$ cat config.mk
export PLATFORM = sky130hd
export DESIGN_NAME = compressed_block_texture_decode_flat
export DESIGN_NICKNAME = d
export VERILOG_FILES = /design/src/hw/rtl/cbtd_pkg.sv /design/src/hw/rtl/cbtd_blk_if.sv /design/src/hw/rtl/cbtd_pix_if.sv /design/src/hw/rtl/compressed_block_texture_decode.sv /design/src/hw/rtl/cbtd_front.sv /design/src/hw/rtl/cbtd_queue.sv /design/src/hw/rtl/cbtd_back.sv /design/src/flat_wrapper.sv
export SDC_FILE = /design/constraint.sdc
export NUM_CORES = 1
export LEC_CHECK = 0
export BUFFER_PORTS_ARGS = -buffer_cell sky130_fd_sc_hd__buf_2
export CAP_MARGIN = 30
export CORE_UTILIZATION = 54
export DETAILED_ROUTE_END_ITERATION = 10
export HOLD_SLACK_MARGIN = 0.1
export PLACE_DENSITY = 0.82
export RECOVER_POWER = 100
export SYNTH_ARGS = -nofsm -noshare
export SYNTH_HDL_FRONTEND = slang
export SYNTH_SLANG_ARGS = --single-unit
export TNS_END_PERCENT = 50
$ cat constraint.sdc
create_clock -name clk -period 5.5 [get_ports clk]
set_clock_uncertainty 0.2 [all_clocks]
set_input_delay 1.1 -clock clk [delete_from_list [all_inputs] [get_ports clk]]
set_output_delay 1.1 -clock clk [all_outputs]
set_load 0.01 [all_outputs]
$ cat src/hw/rtl/cbtd_pkg.sv
// Shared types, constants and palette blend function for the texel block decoder.
package cbtd_pkg;

  localparam int unsigned CODES_W    = 32;
  localparam int unsigned MODE_W     = 2;
  localparam int unsigned CH_W       = 5;
  localparam int unsigned NUM_CH     = 3;
  localparam int unsigned COLOR_W    = CH_W * NUM_CH;
  localparam int unsigned ALPHA_W    = 5;
  localparam int unsigned PIX_IDX_W  = 4;
  localparam int unsigned NUM_PIX    = 16;
  localparam int unsigned NUM_COLORS = 4;
  localparam int unsigned QUEUE_DEPTH = 2;

  localparam logic [ALPHA_W-1:0]   ALPHA_OPAQUE = 5'd31;
  localparam logic [ALPHA_W-1:0]   ALPHA_CLEAR  = 5'd0;
  localparam logic [PIX_IDX_W-1:0] LAST_IDX     = 4'd15;
  localparam logic [1:0]           CODE_CLEAR   = 2'd3;

  typedef enum logic [MODE_W-1:0] {
    MODE_THREE_CLEAR = 2'd0,
    MODE_HALF_CLEAR  = 2'd1,
    MODE_FOUR        = 2'd2,
    MODE_TWO_BLEND   = 2'd3
  } mode_t;

  typedef logic [COLOR_W-1:0] color_t;

  // One decoded block waiting for the pixel emitter.
  typedef struct packed {
    logic [CODES_W-1:0]           codes;
    logic [NUM_COLORS-1:0][COLOR_W-1:0] palette;
    logic                         code3_clear;
  } block_t;

  // Per-channel floor((wa*a + wb*b) / 8).
  function automatic color_t blend(input color_t a, input color_t b,
                                   input logic [2:0] wa, input logic [2:0] wb);
    color_t     r;
    logic [7:0] s;
    r = '0;
    for (int k = 0; k < NUM_CH; k++) begin
      s = 8'(wa) * 8'(a[CH_W*k +: CH_W]) + 8'(wb) * 8'(b[CH_W*k +: CH_W]);
      r[CH_W*k +: CH_W] = s[7:3];
    end
    return r;
  endfunction

endpackage

$ cat src/hw/rtl/cbtd_blk_if.sv
// Block input channel: valid/ready handshake with codes, mode and palette colors.
interface cbtd_blk_if;
  logic                          valid;
  logic                          ready;
  logic [cbtd_pkg::CODES_W-1:0]  texel_bits;
  logic [cbtd_pkg::MODE_W-1:0]   mode;
  logic [cbtd_pkg::COLOR_W-1:0]  color_zero;
  logic [cbtd_pkg::COLOR_W-1:0]  color_one;
  logic [cbtd_pkg::COLOR_W-1:0]  color_two;
  logic [cbtd_pkg::COLOR_W-1:0]  color_three;

  modport source (output valid, texel_bits, mode, color_zero, color_one, color_two,
                  color_three, input ready);
  modport sink (input valid, texel_bits, mode, color_zero, color_one, color_two,
                color_three, output ready);
endinterface

$ cat src/hw/rtl/cbtd_pix_if.sv
// Pixel output channel: valid/ready handshake with one decoded pixel.
interface cbtd_pix_if;
  logic                            valid;
  logic                            ready;
  logic [cbtd_pkg::ALPHA_W-1:0]    pixel_alpha;
  logic [cbtd_pkg::COLOR_W-1:0]    pixel_color;
  logic [cbtd_pkg::PIX_IDX_W-1:0]  pixel_index;
  logic                            last_pixel;

  modport source (output valid, pixel_alpha, pixel_color, pixel_index, last_pixel,
                  input ready);
  modport sink (input valid, pixel_alpha, pixel_color, pixel_index, last_pixel,
                output ready);
endinterface

$ cat src/hw/rtl/compressed_block_texture_decode.sv
// Top level of the 4x4 compressed texel block decoder.
//
//   channel   dir   handshake      payload
//   blk_in    in    valid/ready    texel_bits, mode, color_zero..color_three
//   pix_out   out   valid/ready    pixel_alpha, pixel_color, pixel_index, last_pixel
//
// Each block yields sixteen pixels, one per cycle while pix_out is ready, a rate
// set by the pixel emitter's single output port.
// Pixels pass the queue entry, the block register and the pixel output register.
// Blocks are taken while earlier ones are still emitting, up to the queue depth.
// Synchronous active-high reset clears the queue and emitter; no clearing pass.
// A stalled pix_out holds the current pixel and backs up into the queue.
module compressed_block_texture_decode #(
  parameter int unsigned QUEUE_DEPTH = cbtd_pkg::QUEUE_DEPTH
) (
  input  logic        clk,
  input  logic        rst,
  cbtd_blk_if.sink    blk_in,
  cbtd_pix_if.source  pix_out
);

  logic              push_valid;
  logic              push_ready;
  cbtd_pkg::block_t  push_data;
  logic              pop_valid;
  logic              pop_ready;
  cbtd_pkg::block_t  pop_data;

  cbtd_front u_front (
    .blk_in     (blk_in),
    .push_valid (push_valid),
    .push_ready (push_ready),
    .push_data  (push_data)
  );

  cbtd_queue #(
    .DEPTH (QUEUE_DEPTH)
  ) u_queue (
    .clk        (clk),
    .rst        (rst),
    .push_valid (push_valid),
    .push_ready (push_ready),
    .push_data  (push_data),
    .pop_valid  (pop_valid),
    .pop_ready  (pop_ready),
    .pop_data   (pop_data)
  );

  cbtd_back u_back (
    .clk       (clk),
    .rst       (rst),
    .pop_valid (pop_valid),
    .pop_ready (pop_ready),
    .pop_data  (pop_data),
    .pix_out   (pix_out)
  );

endmodule

$ cat src/hw/rtl/cbtd_front.sv
// Front end: accepts a block, builds its four-entry palette and transparency flag.
module cbtd_front (
  cbtd_blk_if.sink          blk_in,
  output logic              push_valid,
  input  logic              push_ready,
  output cbtd_pkg::block_t  push_data
);

  cbtd_pkg::mode_t mode;

  assign mode          = cbtd_pkg::mode_t'(blk_in.mode);
  assign blk_in.ready  = push_ready;
  assign push_valid    = blk_in.valid;

  always_comb begin
    push_data.codes      = blk_in.texel_bits;
    push_data.palette[0] = blk_in.color_zero;
    push_data.palette[1] = blk_in.color_one;
    push_data.palette[2] = blk_in.color_two;
    push_data.palette[3] = blk_in.color_three;
    push_data.code3_clear = 1'b0;
    case (mode)
      cbtd_pkg::MODE_TWO_BLEND: begin
        push_data.palette[2] = cbtd_pkg::blend(blk_in.color_zero, blk_in.color_one,
                                               3'd5, 3'd3);
        push_data.palette[3] = cbtd_pkg::blend(blk_in.color_zero, blk_in.color_one,
                                               3'd3, 3'd5);
      end
      cbtd_pkg::MODE_HALF_CLEAR: begin
        push_data.palette[2] = cbtd_pkg::blend(blk_in.color_zero, blk_in.color_one,
                                               3'd4, 3'd4);
        push_data.code3_clear = 1'b1;
      end
      cbtd_pkg::MODE_THREE_CLEAR: begin
        push_data.code3_clear = 1'b1;
      end
      default: begin
        push_data.code3_clear = 1'b0;
      end
    endcase
  end

endmodule

$ cat src/hw/rtl/cbtd_queue.sv
// Short block queue between the palette builder and the pixel emitter.
module cbtd_queue #(
  parameter int unsigned DEPTH = cbtd_pkg::QUEUE_DEPTH
) (
  input  logic              clk,
  input  logic              rst,
  input  logic              push_valid,
  output logic              push_ready,
  input  cbtd_pkg::block_t  push_data,
  output logic              pop_valid,
  input  logic              pop_ready,
  output cbtd_pkg::block_t  pop_data
);

  localparam int unsigned PTR_W = (DEPTH > 1) ? $clog2(DEPTH) : 1;
  localparam int unsigned CNT_W = $clog2(DEPTH + 1);
  localparam logic [PTR_W-1:0] PTR_LAST = PTR_W'(DEPTH - 1);
  localparam logic [CNT_W-1:0] CNT_FULL = CNT_W'(DEPTH);

  cbtd_pkg::block_t  entries [DEPTH];
  logic [PTR_W-1:0]  wr_ptr;
  logic [PTR_W-1:0]  rd_ptr;
  logic [CNT_W-1:0]  count;
  logic              push;
  logic              pop;

  assign push_ready = (count != CNT_FULL);
  assign pop_valid  = (count != '0);
  assign push       = push_valid && push_ready;
  assign pop        = pop_valid && pop_ready;
  assign pop_data   = entries[rd_ptr];

  always_ff @(posedge clk) begin
    if (push) begin
      entries[wr_ptr] <= push_data;
    end
  end

  always_ff @(posedge clk) begin
    if (rst) begin
      wr_ptr <= '0;
      rd_ptr <= '0;
      count  <= '0;
    end else begin
      if (push) begin
        wr_ptr <= (wr_ptr == PTR_LAST) ? '0 : wr_ptr + PTR_W'(1);
      end
      if (pop) begin
        rd_ptr <= (rd_ptr == PTR_LAST) ? '0 : rd_ptr + PTR_W'(1);
      end
      if (push && !pop) begin
        count <= count + CNT_W'(1);
      end else if (pop && !push) begin
        count <= count - CNT_W'(1);
      end
    end
  end

endmodule

$ cat src/hw/rtl/cbtd_back.sv
// Back end: walks a block's 16 codes, one pixel per cycle unless stalled.
module cbtd_back (
  input  logic              clk,
  input  logic              rst,
  input  logic              pop_valid,
  output logic              pop_ready,
  input  cbtd_pkg::block_t  pop_data,
  cbtd_pix_if.source        pix_out
);

  cbtd_pkg::block_t                blk;
  logic                            busy;
  logic [cbtd_pkg::PIX_IDX_W-1:0]  cnt;
  logic                            out_valid;
  logic [cbtd_pkg::ALPHA_W-1:0]    out_alpha;
  logic [cbtd_pkg::COLOR_W-1:0]    out_color;
  logic [cbtd_pkg::PIX_IDX_W-1:0]  out_index;
  logic                            out_last;
  logic                            emit;
  logic                            at_last;
  logic [1:0]                      code;

  assign at_last     = (cnt == cbtd_pkg::LAST_IDX);
  assign emit        = busy && (!out_valid || pix_out.ready);
  assign pop_ready   = !busy || (emit && at_last);
  assign code        = blk.codes[{cnt, 1'b0} +: 2];

  assign pix_out.valid       = out_valid;
  assign pix_out.pixel_alpha = out_alpha;
  assign pix_out.pixel_color = out_color;
  assign pix_out.pixel_index = out_index;
  assign pix_out.last_pixel  = out_last;

  // Pixel payload and block registers carry no reset.
  always_ff @(posedge clk) begin
    if (emit) begin
      out_alpha <= (blk.code3_clear && code == cbtd_pkg::CODE_CLEAR) ?
                   cbtd_pkg::ALPHA_CLEAR : cbtd_pkg::ALPHA_OPAQUE;
      out_color <= blk.palette[code];
      out_index <= cnt;
      out_last  <= at_last;
    end
    if (pop_valid && pop_ready) begin
      blk <= pop_data;
    end
  end

  always_ff @(posedge clk) begin
    if (rst) begin
      busy      <= 1'b0;
      cnt       <= '0;
      out_valid <= 1'b0;
    end else begin
      if (emit) begin
        out_valid <= 1'b1;
      end else if (pix_out.ready) begin
        out_valid <= 1'b0;
      end
      // Load the next block right behind the last pixel of the current one.
      if (pop_valid && pop_ready) begin
        busy <= 1'b1;
        cnt  <= '0;
      end else if (emit) begin
        cnt <= cnt + cbtd_pkg::PIX_IDX_W'(1);
        if (at_last) begin
          busy <= 1'b0;
        end
      end
    end
  end

endmodule
$ cat src/flat_wrapper.sv
// flat-port wrapper written by rule: the top's interface ports become plain ports
module compressed_block_texture_decode_flat 
#(
  parameter int unsigned QUEUE_DEPTH = cbtd_pkg::QUEUE_DEPTH
)
  (clk, rst, blk_in_valid, blk_in_texel_bits, blk_in_mode, blk_in_color_zero, blk_in_color_one, blk_in_color_two, blk_in_color_three, blk_in_ready, pix_out_valid, pix_out_pixel_alpha, pix_out_pixel_color, pix_out_pixel_index, pix_out_last_pixel, pix_out_ready);
  cbtd_blk_if blk_in_i ();
  cbtd_pix_if pix_out_i ();
  input  logic clk;
  input  logic rst;
  input wire logic [$bits(blk_in_i.valid)-1:0] blk_in_valid;
  input wire logic [$bits(blk_in_i.texel_bits)-1:0] blk_in_texel_bits;
  input wire logic [$bits(blk_in_i.mode)-1:0] blk_in_mode;
  input wire logic [$bits(blk_in_i.color_zero)-1:0] blk_in_color_zero;
  input wire logic [$bits(blk_in_i.color_one)-1:0] blk_in_color_one;
  input wire logic [$bits(blk_in_i.color_two)-1:0] blk_in_color_two;
  input wire logic [$bits(blk_in_i.color_three)-1:0] blk_in_color_three;
  output wire logic [$bits(blk_in_i.ready)-1:0] blk_in_ready;
  output wire logic [$bits(pix_out_i.valid)-1:0] pix_out_valid;
  output wire logic [$bits(pix_out_i.pixel_alpha)-1:0] pix_out_pixel_alpha;
  output wire logic [$bits(pix_out_i.pixel_color)-1:0] pix_out_pixel_color;
  output wire logic [$bits(pix_out_i.pixel_index)-1:0] pix_out_pixel_index;
  output wire logic [$bits(pix_out_i.last_pixel)-1:0] pix_out_last_pixel;
  input wire logic [$bits(pix_out_i.ready)-1:0] pix_out_ready;
  assign blk_in_i.valid = blk_in_valid;
  assign blk_in_i.texel_bits = blk_in_texel_bits;
  assign blk_in_i.mode = blk_in_mode;
  assign blk_in_i.color_zero = blk_in_color_zero;
  assign blk_in_i.color_one = blk_in_color_one;
  assign blk_in_i.color_two = blk_in_color_two;
  assign blk_in_i.color_three = blk_in_color_three;
  assign blk_in_ready = blk_in_i.ready;
  assign pix_out_valid = pix_out_i.valid;
  assign pix_out_pixel_alpha = pix_out_i.pixel_alpha;
  assign pix_out_pixel_color = pix_out_i.pixel_color;
  assign pix_out_pixel_index = pix_out_i.pixel_index;
  assign pix_out_last_pixel = pix_out_i.last_pixel;
  assign pix_out_i.ready = pix_out_ready;
  compressed_block_texture_decode #(.QUEUE_DEPTH(QUEUE_DEPTH)) u_core (.clk(clk), .rst(rst), .blk_in(blk_in_i), .pix_out(pix_out_i));
endmodule
After elaboration in Yosys (flattened, before gate mapping)

Memories as Yosys holds them, arrays and structs flattened. A register that Yosys moved wholly into a read port is not among the register bits.
Index checks and enable logic that the tools add are counted.

Memories kept: 1
Memory bits (writable): 186
Register bits: 35
Word-level logic and storage cells: 83

Memories:

| memory                 | words | bits a word | rd ports | clocked after memory_dff | wr ports | line             | source |
|---|---|---|---|---|---|---|---|
| u_core.u_queue.entries | 2     | 93          | 1        | 1                        | 1        | cbtd_queue.sv:20 | `cbtd_pkg::block_t entries [DEPTH];` |

Shift operators: 1
Multiply operators: 12
Reductions and logical operators: 22
Magnitude comparators: 1
$add $sub $neg: 14
Mux-type cells: 17
Equal/unequal tests: 5

Operators with widths:

| kind                  | number |
|---|---|
| $mul A3 B5 Y8 const A | 6 |
| $mul A2 B5 Y7 const A | 6 |
| $shiftx A32 B6 Y2     | 1 |
| $bmux W15 S2          | 1 |
| $mux W15              | 2 |
| $pmux W15 S2          | 1 |
| $add A7 B7 Y8         | 3 |
| $add A7 B8 Y8         | 3 |
| $add A8 B7 Y8         | 3 |
| $mux W1               | 10 |
| $reduce_bool A2 Y1    | 5 |
| $logic_and A1 B1 Y1   | 7 |
| $mux W5               | 1 |
| $add A4 B1 Y4 const B | 1 |
| $eq A2 B2 Y1 const B  | 2 |
| $eq A4 B4 Y1 const B  | 1 |
| $logic_not A1 Y1      | 4 |
| $mux W2               | 2 |
| $reduce_or A2 Y1      | 2 |
| $lt A2 B3 Y1 const B  | 1 |
| $add A1 B1 Y1 const B | 2 |
| $add A2 B1 Y2 const B | 1 |
| $eq A2 B1 Y1 const B  | 1 |
| $logic_not A2 Y1      | 1 |
| other kinds (4)       | 5 |

Depth between registers and ports, before layout

Depth in word-level cells: 9
Gate-level depth with buffers: 13
Gate-level depth less buffers: 13

By module

From an unflattened synthesis, not the netlist that was laid out.

Cell total of the unflattened synthesis: 1200
Area, all modules: 16674.7 µm²

By module, submodules not included:

| module     | instances | area each (µm²) | cells an instance |
|---|---|---|---|
| cbtd_queue | 1         | 6951.7          | 313 |
| cbtd_back  | 1         | 5411.4          | 372 |
| cbtd_front | 1         | 4311.6          | 515 |

Worst setup path before layout

OpenSTA, ideal clock, no wires.

Path kind: input -> register
Start point: input port blk_in_valid
End point: memory u_core.u_queue.entries[0][0] in the netlist's numbering (enable)
Setup time: 545 ps
Path buffers: 0
Path slack: -308 ps
Cell stages on the path: 2
Arrival time: 5063 ps
Cells stage by stage: nand2_1 -> nor2_1

Cells in the longest elaborated chain, start to end: 3

Ends and longest elaborated chain:

| item                          | line               | source |
|---|---|---|
| start, declared               | flat_wrapper.sv:11 | `input wire logic [$bits(blk_in_i.valid)-1:0] blk_in_valid;` |
| $logic_and A1 B1 Y1           | cbtd_queue.sv:29   | `assign push = push_valid && push_ready;` |
| $mux W1                       | cbtd_queue.sv:34   | `if (push) begin` |
| $mux W1 (implied by the code) | cbtd_queue.sv:35   | `entries[wr_ptr] <= push_data;` |
| end, declared                 | cbtd_queue.sv:20   |  |

No other way between the ends.

Worst setup path in the final report

Start point: register u_core.u_back.cnt[0] in the netlist's numbering
End point: register, netlist name u_core.u_back.blk[44]

Cells in the longest elaborated chain, start to end: 4

Ends and longest elaborated chain:

| item                   | line             | source |
|---|---|---|
| start, declared        | cbtd_back.sv:13  | `logic [cbtd_pkg::PIX_IDX_W-1:0] cnt;` |
| start signal, assigned | cbtd_back.sv:64  | `cnt <= cnt + cbtd_pkg::PIX_IDX_W'(1);` |
| $eq A4 B4 Y1           | cbtd_back.sv:23  | `assign at_last = (cnt == cbtd_pkg::LAST_IDX);` |
| $logic_and A1 B1 Y1    | cbtd_back.sv:25  | `assign pop_ready = !busy \|\| (emit && at_last);` |
| $logic_or A1 B1 Y1     | cbtd_back.sv:25  |  |
| $logic_and A1 B1 Y1    | --               |  |
| via u_core.u_queue.pop | cbtd_queue.sv:25 | `logic pop;` |

The timed path passes the listed nets, and every way through them passes these cells.
A chain may end at the register's enable or synchronous reset.

==> results by group <==
GRT
  • Largest net degree at the start of global routing: 64
  • GR Util All Layers: 0.214
  • Total gr overflow: 0
  • First-pass GRT wire length: 46800 um
  • Initial antenna violation count: 1
  • Number of global-route vias before repair: 8948

Critical path
  • Top cell by count, worst path: o21ai_0
  • Worst Setup End Kind: flip-flop
  • CP delay by family, top: buffers and inverters
  • Critical Path, Cell by Cell: ha_1, nand3_1, o21ai_0, o21ai_0, clkinvlp_2, buf_4
  • Critical path depth: 6
  • CP max FO: 57
  • Critical path type: flip-flop to flip-flop
  • Slowest cell on crit path: clkinvlp_2
  • Crit path launch: u_core.u_back.cnt[0]$_SDFFE_PP0P_
  • Worst EP arrival: 4.53 ns
  • Buffer and inverter count on the worst path: 2
  • FF-to-FF setup slack: 0.98 ns
  • Crit-path max cell delay: 1.54 ns
  • R2r worst-path depth: 6
  • Setup crit start kind: flip-flop
  • RR Endpoint: u_core.u_back.blk[44]$_DFFE_PP_
  • R2r startpoint: u_core.u_back.cnt[0]$_SDFFE_PP0P_
  • CP required: 5.51 ns
  • Setup crit end: u_core.u_back.blk[44]$_DFFE_PP_

STA
  • Setup TNS: 0 ns
  • Final Critical Period: 4.52 ns
  • Tcrit/Tclk final: 0.822
  • Final Hold Viols: 0
  • RSZ-0062 raised after global routing: false
  • Slew headroom: -1.09
  • Final Worst Setup Slack: 0.977 ns
  • F_max: 221 MHz
  • Setup-failing EPs final: 0
  • Worst hold slack: 0.326 ns
  • Slew Limit Fails: 301
  • Worst-Margin Slew: 3.13 ns

Yosys
  • Async S/R FF share, synth: 0
  • Leading area contributor after synthesis: edfxtp_1
  • Sequential cell area fraction in the yosys report: 0.617
  • Total nets after synthesis: 1239
  • Synth Register Bits: 310
  • Synth cell types: 38
  • Synth area leaders: edfxtp_1, ha_1, mux2_2
  • Post-synth EDFFs: 300
  • Mapped cell area: 14900 um2
  • Avg Inst Size Synth: 14.8 um2
  • Yosys top cell area share: 0.604
  • Synth warn: 0
  • Top FF cell, synth: edfxtp_1
  • Mapped Cells: 1007

Detailed routing
  • DRT iter0 DRCs: 735
  • Final WL: 29600 um
  • DRT Pass-1 Iters: 5
  • # DRC: 0
  • Via/cell ratio: 5.71
  • DR vias: 8547
  • WL per Instance: 19.8 um
  • Final ANT Viol Nets: 0

Die
  • Die Span Y: 168 um
  • Die area: 28300 um2
  • DIE WIDTH: 168 um
  • Initial Util: 0.552
  • I/O pins: 125
  • Row count: 60
  • Core area: 27000 um2

Clocking
  • PostCTS Resize Cnt: 0
  • Cts hold-fix bufs: 0
  • CTS Sinks: 310
  • CTS tree: yes
  • Root buf cell: clkbuf_16
  • H-tree lvl count: 1
  • CTS clk-pin slew, worst paths: 0.06 ns
  • CTS Buffer Depth: 3
  • Worst-Skew Late Latency: 0.57 ns
  • Post CTS Setup Buffer Count: 0
  • Total CTS buffers: 30

Power and ir drop
  • P_int: 5.49 mW
  • Sw power: 2.35 mW
  • Clock power share: 0.260
  • Gate power share: 0.271
  • PD cells: 467 nW/um2
  • Part of the power in registers: 0.469
  • Maximum VDD drop: 0.321 mV
  • Leak pwr: 6.36 nW
  • Sw Ratio: 0.300

Status
  • Violated checks: capacitance limit, slew limit
  • Outcome: complete, but fails checks

Finish
  • Area occupied by multi-input gates: 5190 um2
  • Final Non-Filler Cells: 1497
  • Fraction of layout cells with a size suffix above 1: 0.171
  • Filler instances: 2001
  • Nets: 1367
  • Register area: 9210 um2
  • Area delta synth->final: 12.5%

Placement
  • Dpl cells: 1444
  • RePlAce Congestion: 0.855
  • Post-Place Setup Slack: 0.849 ns
  • Port Buffers: 124
  • Post-DP HPWL: 19500 um

Worst hold path
  • Hold Path Class: flip-flop to flip-flop

Flow run
  • Max_cap viols: 7
placed cells by master (no fill, tap or decap), types with 4 or more instances in the layout:
cell / n
a211oi_1: 6
a21o_1: 9
a21oi_1: 36
a31oi_1: 24
a32oi_1: 15
and2_1: 5
and3_1: 5
buf_2: 48
buf_4: 5
bufinv_16: 4
clkbuf_1: 87
clkbuf_16: 30
clkinv_2: 5
dfxtp_1: 10
edfxtp_1: 300
fa_1: 39
ha_1: 95
inv_1: 91
mux2_1: 8
mux2_2: 86
mux2i_1: 7
mux4_2: 6
nand2_1: 32
nand3_1: 17
nand4_1: 4
nor2_1: 32
nor2b_1: 8
nor3_1: 6
o21ai_0: 60
xnor2_1: 15
xor2_1: 31
cells in the mapped netlist, types with 7 or more instances:
cell      count
a21o_1        9
a21oi_1      36
a31oi_1      24
a32oi_1      15
clkbuf_1     25
dfxtp_1      10
edfxtp_1    300
fa_1         39
ha_1         95
inv_1        92
mux2_2       94
mux2i_1       7
nand2_1      32
nand3_1      17
nor2_1       32
nor2b_1       9
o21ai_0      60
xnor2_1      15
xor2_1       31
state kept, by name, summed over array words and instances (netlist names):
| signal | count |
|---|---|
| u_core.u_queue.entries | 186 |
| u_core.u_back.blk | 93 |
| u_core.u_back.pix_out.pixel_color | 15 |
| u_core.u_back.cnt | 4 |
| u_core.u_back.pix_out.pixel_index | 4 |
| u_core.u_queue.count | 2 |
| u_core.u_back.busy | 1 |
| u_core.u_back.pix_out.last_pixel | 1 |
| u_core.u_back.pix_out.pixel_alpha | 1 |
| u_core.u_back.pix_out.valid | 1 |
| u_core.u_queue.rd_ptr | 1 |
| u_core.u_queue.wr_ptr | 1 |
cell type report:
class | instances | area share
Sequential cell | 310 | 0.549
Antenna cell | 1 | 0.000149
Clock inverter | 15 | 0.0121
Multi-Input combinational cell | 565 | 0.309
Inverter | 92 | 0.0206
Timing Repair Buffer | 136 | 0.0380
Tap cell | 341 | 0.0254
Clock buffer | 37 | 0.0463
stage by stage:
stage          instance area, um2  power (mW)   util
2_1_floorplan               14900        5.18      -
3_3_place_gp                15900        5.71  0.588
3_5_place_dp                15900        5.85  0.590
4_1_cts                     16900        7.90  0.626
5_1_grt                     16800        8.23  0.621
6_report                    16800        7.84  0.621
power groups by stage:
stage / combinational, mW / sequential (mW) / clock (mW)
floorplan: 1.52 / 3.66 / 0
global placement: 2.04 / 3.68 / 0
detailed placement: 2.15 / 3.70 / 0
CTS: 2.17 / 3.66 / 2.07
global route: 2.34 / 3.74 / 2.16
finish: 2.12 / 3.68 / 2.04
cell families after synthesis:
logic type               share of synthesized area
XOR/XNOR                                    0.0270
AND/OR/NAND/NOR                             0.0347
adder cells (fa/ha/maj)                      0.132
AO/OA/AOI/OAI                               0.0687
flip-flops                                   0.617
multiplexers                                0.0847
buffers and inverters                       0.0356
how the worst min path moves through the flow:
| stage | from | endpoint | slack (ns) | depth (start not counted) |
|---|---|---|---|---|
| 6_report | u_core.u_back.blk[0]$_DFFE_PP_ | u_core.u_back.pix_out.pixel_alpha[3]$_DFFE_PP_ | 0.33 | 1 |
| 5_1_grt | u_core.u_queue.entries[0][29]$_DFFE_PP_ | u_core.u_back.blk[29]$_DFFE_PP_ | 0.35 | 1 |
| 4_1_cts | u_core.u_back.busy$_SDFFE_PP0P_ | u_core.u_back.pix_out.valid$_SDFFE_PP0P_ | 0.32 | 2 |
| 3_5_place_dp | u_core.u_back.busy$_SDFFE_PP0P_ | u_core.u_back.pix_out.valid$_SDFFE_PP0P_ | 0.30 | 2 |
| 3_3_place_gp | u_core.u_back.busy$_SDFFE_PP0P_ | u_core.u_back.pix_out.valid$_SDFFE_PP0P_ | 0.26 | 2 |
| 2_1_floorplan | u_core.u_back.cnt[3]$_SDFFE_PP0P_ | u_core.u_back.pix_out.pixel_index[3]$_DFFE_PP_ | 0.21 | 0 |
layer usage:
layer,global-route usage,vias up,wire length (um)
met5,0,-,13
met1,0.267,4198,12200
met4,0.0636,2,805
met3,0.0303,60,1550
li1,-,3991,-
met2,0.386,296,15100
No activity file was read; power rests on OpenSTA's default activity.
